File: config.mk
export PLATFORM = sky130hd
export DESIGN_NAME = frt_merge
export DESIGN_NICKNAME = d
export VERILOG_FILES = /design/src/design/frt_pkg.sv /design/src/design/frt_merge.sv
export SDC_FILE = /design/constraint.sdc
export NUM_CORES = 1
export LEC_CHECK = 0
export BUFFER_PORTS_ARGS = -buffer_cell sky130_fd_sc_hd__buf_4
export CORE_MARGIN = 4
export CORE_UTILIZATION = 40
export CTS_CLUSTER_DIAMETER = 40
export CTS_CLUSTER_SIZE = 20
export DETAILED_ROUTE_END_ITERATION = 6
export GPL_TIMING_DRIVEN = 0
export HOLD_SLACK_MARGIN = 0.08
export PLACE_DENSITY = 0.78
export REMOVE_ABC_BUFFERS = 1
export SLEW_MARGIN = 20
export SYNTH_ARGS = -nofsm -noshare
export SYNTH_HDL_FRONTEND = slang
export SYNTH_SLANG_ARGS = --single-unit
export TNS_END_PERCENT = 10
File: constraint.sdc
create_clock -name clk -period 0.8 [get_ports clk]
set_input_delay 0.16 -clock clk [delete_from_list [all_inputs] [get_ports clk]]
set_output_delay 0.16 -clock clk [all_outputs]
set_load 0.01 [all_outputs]
File: src/design/frt_pkg.sv
// ----------------------------------------------------------------------------
// frt_pkg: shared types and constants for the filmic rational tonemapper
// Holds the fixed-point widths, the scaled curve coefficients, the divider
// state type and the single restoring division step used by every lane.
// ----------------------------------------------------------------------------
package frt_pkg;

    localparam int IN_W     = 24;
    localparam int OUT_W    = 16;
    localparam int FRAC_W   = 16;
    localparam int COEF_W   = 9;
    localparam int LIN_W    = IN_W + COEF_W;
    localparam int PROD_W   = 2 * IN_W + COEF_W;
    localparam int N_LANES  = 3;
    // Front stage, product stage, OUT_W-1 division stages, output register.
    localparam int N_STAGES = OUT_W + 2;

    localparam int IN_BUS_W  = 8 * ((N_LANES * IN_W + 7) / 8);
    localparam int OUT_BUS_W = 8 * ((N_LANES * OUT_W + 7) / 8);

    // Curve scaled by 50: x*(310x + 25) / (x*(310x + 85) + 3), in Q8.16 codes.
    localparam logic [COEF_W-1:0] K_SQ  = COEF_W'(310);
    localparam logic [LIN_W-1:0]  K_NUM = LIN_W'(25 << FRAC_W);
    localparam logic [LIN_W-1:0]  K_DEN = LIN_W'(85 << FRAC_W);
    localparam logic [PROD_W-1:0] K_OFS = PROD_W'(64'd3 << (2 * FRAC_W));

    typedef logic [IN_W-1:0]   chan_t;
    typedef logic [PROD_W-1:0] prod_t;
    typedef logic [OUT_W-1:0]  quo_t;

    typedef struct packed {
        prod_t rem;
        prod_t den;
        quo_t  q;
    } div_t;

    // One restoring step: shift the remainder, try the subtract, shift in the bit.
    function automatic div_t div_step(div_t s);
        logic [PROD_W:0]   r2;
        logic [PROD_W+1:0] diff;
        logic              ge;
        div_t              r;
        r2   = {s.rem, 1'b0};
        diff = {1'b0, r2} - {2'b00, s.den};
        ge   = ~diff[PROD_W+1];
        r.den = s.den;
        r.rem = ge ? diff[PROD_W-1:0] : r2[PROD_W-1:0];
        r.q   = {s.q[OUT_W-2:0], ge};
        return r;
    endfunction

endpackage

File: src/design/frt_merge.sv
// ----------------------------------------------------------------------------
// frt_merge: output register that joins the three lanes
// Packs the per-channel quotients into one output word, red in the low bits.
// ----------------------------------------------------------------------------
module frt_merge
(
    input  logic                             clk,
    input  logic                             load,
    input  frt_pkg::quo_t                    q [frt_pkg::N_LANES],
    output logic [frt_pkg::OUT_BUS_W-1:0]    tdata
);

    logic [frt_pkg::OUT_BUS_W-1:0] tdata_next;
    logic [frt_pkg::OUT_BUS_W-1:0] tdata_reg;

    always_comb
    begin
        tdata_next = '0;
        for (int i = 0; i < frt_pkg::N_LANES; i++)
        begin
            tdata_next[i*frt_pkg::OUT_W +: frt_pkg::OUT_W] = q[i];
        end
    end

    always_ff @(posedge clk)
    begin
        if (load)
        begin
            tdata_reg <= tdata_next;
        end
    end

    assign tdata = tdata_reg;

endmodule

==> Word-level counts from Yosys, hierarchy flattened <==
Cells that the tools add are included.
{ "totals": {"reg_bits": 48, "input_bits": 50, "elab_cells": 1} }

==> Depth between registers and ports, before layout <==
Gate-level depths: netlist of run 1.
{ "depth": {"depth_word": 0, "ltp_mapped": 0, "depth_no_buf": 0} }

==> Worst setup path before layout of run 1 <==
Ideal clock, no wire load.
{ "synth_path": {"path_type": "register to output", "startpoint": "register tdata_reg, in the netlist tdata[0]", "endpoint": "output port tdata[0] (netlist name)", "arrival_time_ns": 0.394, "t_required_ns": 0.640, "slack_ns": 0.246, "path_stages_with_launch": 1, "n_path_buf": 0, "cell_sequence": "edfxtp_1"} }
{ "synth_lines": {"columns": ["element", "line_no", "text"], "rows": [
  ["from (decl)", "frt_merge.sv:14", "logic [frt_pkg::OUT_BUS_W-1:0] tdata_reg;"],
  ["from (signal assigned)", "frt_merge.sv:29", "tdata_reg <= tdata_next;"],
  ["to (decl)", "frt_merge.sv:10", "output logic [frt_pkg::OUT_BUS_W-1:0] tdata"]
]} }
No word-level cell between the ends.

==> Worst setup path after layout of run 1 <==
{ "layout_path": {"startpoint": "register tdata_reg, in the netlist tdata[20]", "endpoint": "output port tdata[20] (netlist name)"} }
No word-level cell between the ends.

==> summary.md, run 1 <==
| Metric | Value |
|---|---|
| Final Cycle Share | 1.360 |
| Synth Register Bits | 48 |
| Final setup TNS | -12.12 ns |
| CP max-delay cell | edfxtp_1 |
| CP top delay family | flip-flops |
| Initial DRC Count | 69 |
| Core ar. | roughly 0.0034 mm² |
| CTS sink cnt | 48 |
| Worst setup margin | -0.2881 ns |
| Fmax | just over 900 MHz |
| Crit path kind | flip-flop to output port |
| Failing checks | setup timing |
| DIE AREA | 0.004628 mm² |
| Tightest Pin Transition | between 0.5 and 0.6 ns |
| IO Port Bufs | a little under 100 |
| Static leakage | between 1 and 1.5 nW |
| N_diodes | 0 |
| Largest net degree at the start of global routing | between 40 and 50 |
| Critical path, cell by cell | buf_6 |
| Syn Std Cell Area | ~0.0014 mm² |
| Routed via count | approximately 1100 |
| TritonRoute pass-1 iters | 2 |
| CTS buffer count | 5 |
| Die W | between 60 and 70 µm |
| Tot GR Track Use | 0.1858 |
| H-tree depth | 2 |
| Leading cell type in the layout, fill and taps excluded | buf_4 |
| Clock slew at reported path FFs | between 0.1 and 0.15 ns |
| Max Root-Sink Buffers | 2 |
| Data required time of the worst path | 0.64 ns |
| Hold WC Path Type | input pin to flip-flop |
| Antenna viol nets, final | 0 |
| Critical Path Max Stage Delay | ~0.43 ns |
| Core Util, Final | 0.8582 |
| Synth warn | 0 |
| Number of flip-flops in the largest register | 48 |
| Max-Cap Viols | 0 |
| Clk root buf | clkbuf_4 |
| Initial Util | 0.4220 |
| Syn Inst Count | 48 |
| Arr. time, crit path | just over 0.9 ns |
| Worst Setup Start Kind | flip-flop |
| VDD IR max | between 0.0015 and 0.002 V |
| CP Buf/Inv Count | 1 |
| Setup violators final | between 40 and 50 |
| Comb_multi_in | 0 |
| Nets@finish | 250 |
| Hold Fails Final Rpt | 0 |
| Die height | slightly below 70 µm |
| CTS tree | done |
| # placed instances | between 150 and 200 |
| Standard-cell rows | 21 |
| Congestion Overflow GR | 0 |
| RSZ-0062 raised after global routing | yes |
| Max-slew violation count | 0 |
| Power Density | about 1700 mW/mm² |
| Most frequent cells in the layout | buf_4, dlygate4sd3_1, edfxtp_1, buf_6, clkbuf_4 |
| First-pass GRT wire length | between 5000 and 6000 µm |
| Minimum clock period | 1.088 ns |
| Status | finished, violations left |
| Post-DR wirelength/cell | between 15 and 20 µm |
| Share of cells above drive strength 1 | 0.5174 |
| CP max FO | 1 |
| P&R area growth vs syn | 103.4% |
| Design area | 0.002932 mm² |
| Pwr Total | about 5.0 mW |
| Netlist cell types | 1 |
| Routability congestion estimate | a little over 0.7 |
| Slew headroom | 0.6157 |
| Sequential cell area fraction in the yosys report | 1.000 |
| Vias per inst | 4.287 |
| Post-Syn Area per Cell | 30.03 µm² |
| Layout fillers | roughly 170 |
| Multi-input logic area | 0 µm² |
| Final wirelength | approximately 4200 µm |
| Kind of end point of the critical path | output port |
| Vias in the first global route | between 1000 and 1500 |
| Area post-placement | 0.002227 mm² |
| Initial antenna violation count | 0 |
| I/O Pins | between 90 and 100 |
| DRC viols | 0 |
| Non-Filler Instances | 247 |
-- power breakdown --
| group | internal, mW | switching (mW) |
|---|---|---|
| Clock | 0.323 | 0.698 |
| Combinational | 0.629 | 0.307 |
| Sequential | 2.99 | 0.0933 |
-- through the flow --
stage / hold slack [ns] / worst slack, ns
after floorplan: 0.2589 / 0.2462
after global placement: 0.3383 / -0.1926
after detailed placement: 0.3393 / -0.2175
after CTS: 0.3195 / -0.2992
after global routing: 0.3156 / -0.3573
final: 0.3296 / -0.2881
-- metal layers --
metal	global-route usage	vias to the layer above	wire length, µm
met3	0.1002	6	469
met4	0.05707	0	55
met2	0.3526	61	2427
met5	0	-	0
li1	-	497	-
met1	0.1641	495	1253
-- final cells by class --
class | count | area (µm²) | area share
flip-flops and latches | 48 | 1441 | 0.4917
repair buffers | 145 | 1381 | 0.4712
well taps | 46 | 57.56 | 0.01963
clock buffers | 5 | 37.54 | 0.01280
clock inverters | 3 | 13.76 | 0.004695
-- synthesized netlist by cell type --
| cell | number | area share |
|---|---|---|
| edfxtp_1 | 48 | 1.0 |
-- repair_timing --
item	4_1_cts	5_1_grt
buffers inserted	0	0
hold buffers	48	0
setup endpoints to repair	48	48
endpoints found under the hold margin	48	0
resized for setup	27	19
-- cells by family after synthesis --
logic type	share of synthesized area
DFF	1.000
-- path summary, 6_finish.rpt --
kind                      start  depth (start not counted)   endpoint  slack, ns
worst max-delay path  tdata[20]                          1  tdata[20]      -0.29
worst min-delay path       load                          1  tdata[30]       0.33
Power figures use the tool's default switching activity.
==> inputs of run 2 (changes only) <==
--- a/config.mk
+++ b/config.mk
@@ -6,6 +6,7 @@
 export NUM_CORES = 1
 export LEC_CHECK = 0
 export BUFFER_PORTS_ARGS = -buffer_cell sky130_fd_sc_hd__buf_4
+export CAP_MARGIN = 20
 export CORE_MARGIN = 4
 export CORE_UTILIZATION = 40
 export CTS_CLUSTER_DIAMETER = 40
==> constraint.sdc (replaced) <==
create_clock -name clk -period 1.17 [get_ports clk]
set_input_delay 0.234 -clock clk [delete_from_list [all_inputs] [get_ports clk]]
set_output_delay 0.234 -clock clk [all_outputs]
set_load 0.05 [all_outputs]
==> run 2 against run 1 <==
Cell count did not move. Sequential share of layout area decreased by 0.13 points. Core utilization grew 0.22 points. Critical path depth unchanged. Design area is 0.26% higher. Worst hold slack gained 0.075 ns. Sequential power shrank 31%. Combinational power increased by 12%. Total power fell by 24%. Sequential cell count unchanged. Routed wire length down 8.4%. The run still ends with setup timing left. Via count is 1.6% lower.
==> summary.md, run 2 (same netlist as run 1, synthesis figures left out) <==
| Metric | Value |
|---|---|
| Status | finished, violations left |
| Failing checks | setup timing |
| Worst setup margin | -0.02091 ns (+0.2672 ns) |
| H-tree depth | 2 (unchanged) |
| Max-slew violation count | 0 (unchanged) |
| Critical path, cell by cell | buf_6 |
| Initial antenna violation count | 0 (unchanged) |
| N_diodes | 0 (unchanged) |
| Minimum clock period | around 1.2 ns |
| Antenna viol nets, final | 0 (unchanged) |
| Power Density | 1311 mW/mm² (-24%) |
| Clock slew at reported path FFs | 0.12 ns (about the same) |
| Switching Share | 0.2956 (+0.07758) |
| CP max-delay cell | edfxtp_1 |
| Max-Cap Viols | 0 (unchanged) |
| Core Util, Final | 0.8604 (+0.002198) |
| Max Root-Sink Buffers | 2 (unchanged) |
| Congestion Overflow GR | 0 (unchanged) |
| Number of flip-flops in the largest register | 48 (unchanged) |
| Hold Fails Final Rpt | 0 (unchanged) |
| Fmax | 839.7 MHz |
| CP Buf/Inv Count | 1 (unchanged) |
| Comb pwr share | 0.273 (+0.087) |
| Standard-cell rows | 21 (unchanged) |
| Vias in the first global route | 1144 (-2.3%) |
| Routed via count | 1042 (-1.6%) |
| Crit path kind | flip-flop to output port |
| P&R area growth vs syn | 103.9% |
| Final wirelength | 3851 µm (-8.4%) |
| Data required time of the worst path | 0.94 ns (+0.30 ns) |
| I/O Pins | 98 (unchanged) |
| Arr. time, crit path | 0.96 ns (+0.03 ns) |
| Comb_multi_in | 0 (unchanged) |
| Share of cells above drive strength 1 | 0.5174 (unchanged) |
| Post-DR wirelength/cell | 15.59 µm (-8.4%) |
| Routability congestion estimate | 0.7219 (unchanged) |
| Clk root buf | clkbuf_4 |
| Slew headroom | 0.6240 (+0.008372) |
| Tot GR Track Use | 0.1836 (-0.002184) |
| DIE AREA | 0.004628 mm² (unchanged) |
| DRC viols | 0 (unchanged) |
| Die height | 68.03 µm (unchanged) |
| Kind of end point of the critical path | output port |
| Static leakage | 1.228 nW (+0.20%) |
| Most frequent cells in the layout | buf_4, dlygate4sd3_1, buf_6, edfxtp_1, clkbuf_4 |
| Int Pwr | 2.714 mW (-31%) |
| Initial Util | 0.4220 (unchanged) |
| Clock share of power | 0.180 (-0.023) |
| First-pass GRT wire length | 5747 µm (-1.2%) |
| Initial DRC Count | 81 (+17%) |
| VDD IR max | 0.001087 V (-30%) |
| Leading cell type in the layout, fill and taps excluded | buf_4 |
| Largest net degree at the start of global routing | 49 (unchanged) |
| IO Port Bufs | 97 (unchanged) |
| Worst Setup Start Kind | flip-flop |
| CTS sink cnt | 48 (unchanged) |
| Hold WC Path Type | input pin to flip-flop |
| Post-CTS setup buffers | 0 (unchanged) |
| Core ar. | 0.003416 mm² (unchanged) |
| Share of power burned in registers | 0.547 (-0.065) |
| Nets@finish | 250 (unchanged) |
| CTS buffer count | 5 (unchanged) |
| Crit path depth | 1 (unchanged) |
| Crit path launch | tdata[3] |
| Critical Path Max Stage Delay | 0.43 ns (about the same) |
| Die W | 68.03 µm (unchanged) |
| RSZ-0062 raised after global routing | yes |
| CP max FO | 1 (unchanged) |
| CTS tree | done |
| Switch Pwr | 1.139 mW (+3.6%) |
| Worst Hold Slack | 0.4045 ns (+0.07493 ns) |
| Setup crit end | tdata[3] |
| Multi-input logic area | 0 µm² (unchanged) |
| Final Cycle Share | 1.018 |
| Setup violators final | 2 (-96%) |
| # placed instances | 191 (unchanged) |
| TritonRoute pass-1 iters | 3 (+1) |
| CP top delay family | flip-flops |
| Vias per inst | 4.219 (-1.6%) |
| Tightest Pin Transition | 0.5640 ns (-0.01256 ns) |
| Non-Filler Instances | 247 (unchanged) |
-- run 2: cell counts in the layout (fill, tap and decap cells not counted) --
Identical to the previous run, type by type.
-- run 2: through the flow --
stage	area [µm²]	worst slack, ns	setup TNS [ns]	power, mW
floorplan	1441	0.3354	0	2.595
global placement	2227	0.1034	0	2.942
detailed placement	2227	0.07852	0	2.957
CTS	2932	-0.03642	-0.2715	3.872
global route	2939	-0.09248	-2.109	4.030
finish	2939	-0.02091	-0.02099	3.852
-- run 2: final cells by class --
cell class	instances	area (µm²)
Clock buffer	5	37.54
Clock inverter	3	13.76
Fill cell	165	476.7
Timing Repair Buffer	145	1389
Sequential cell	48	1441
Tap cell	46	57.56
-- run 2: per-layer routing --
layer  share of wire  GRT usage  wire (µm)  up-vias
met3            0.12    0.09688        449        7
li1                -          -          -      497
met2            0.57     0.3430       2183       59
met4           0.011    0.05211         43        0
met5               0          0          0        -
met1            0.31     0.1705       1175      479
-- run 2: worst min path at each step --
stage / start / endpoint / slack, ns / cells past startpoint
floorplan: q[32] / tdata[0] / 0.33 / 0
global placement: q[36] / tdata[4] / 0.41 / 1
detailed placement: q[17] / tdata[17] / 0.41 / 1
CTS: load / tdata[41] / 0.39 / 1
global route: load / tdata[37] / 0.39 / 1
finish: load / tdata[22] / 0.40 / 1
-- run 2: power by group through the flow --
stage	sequential [mW]	clock, mW	combinational [mW]
global placement	2.11	0	0.829
CTS	2.10	0.723	1.04
finish	2.11	0.694	1.05
global route	2.12	0.820	1.09
detailed placement	2.12	0	0.839
floorplan	2.60	0	0
-- run 2: repair_timing --
item,4_1_cts,5_1_grt
hold buffers,48,0
setup endpoints to repair,46,48
hold endpoints to repair,48,0
gates resized for setup,46,2
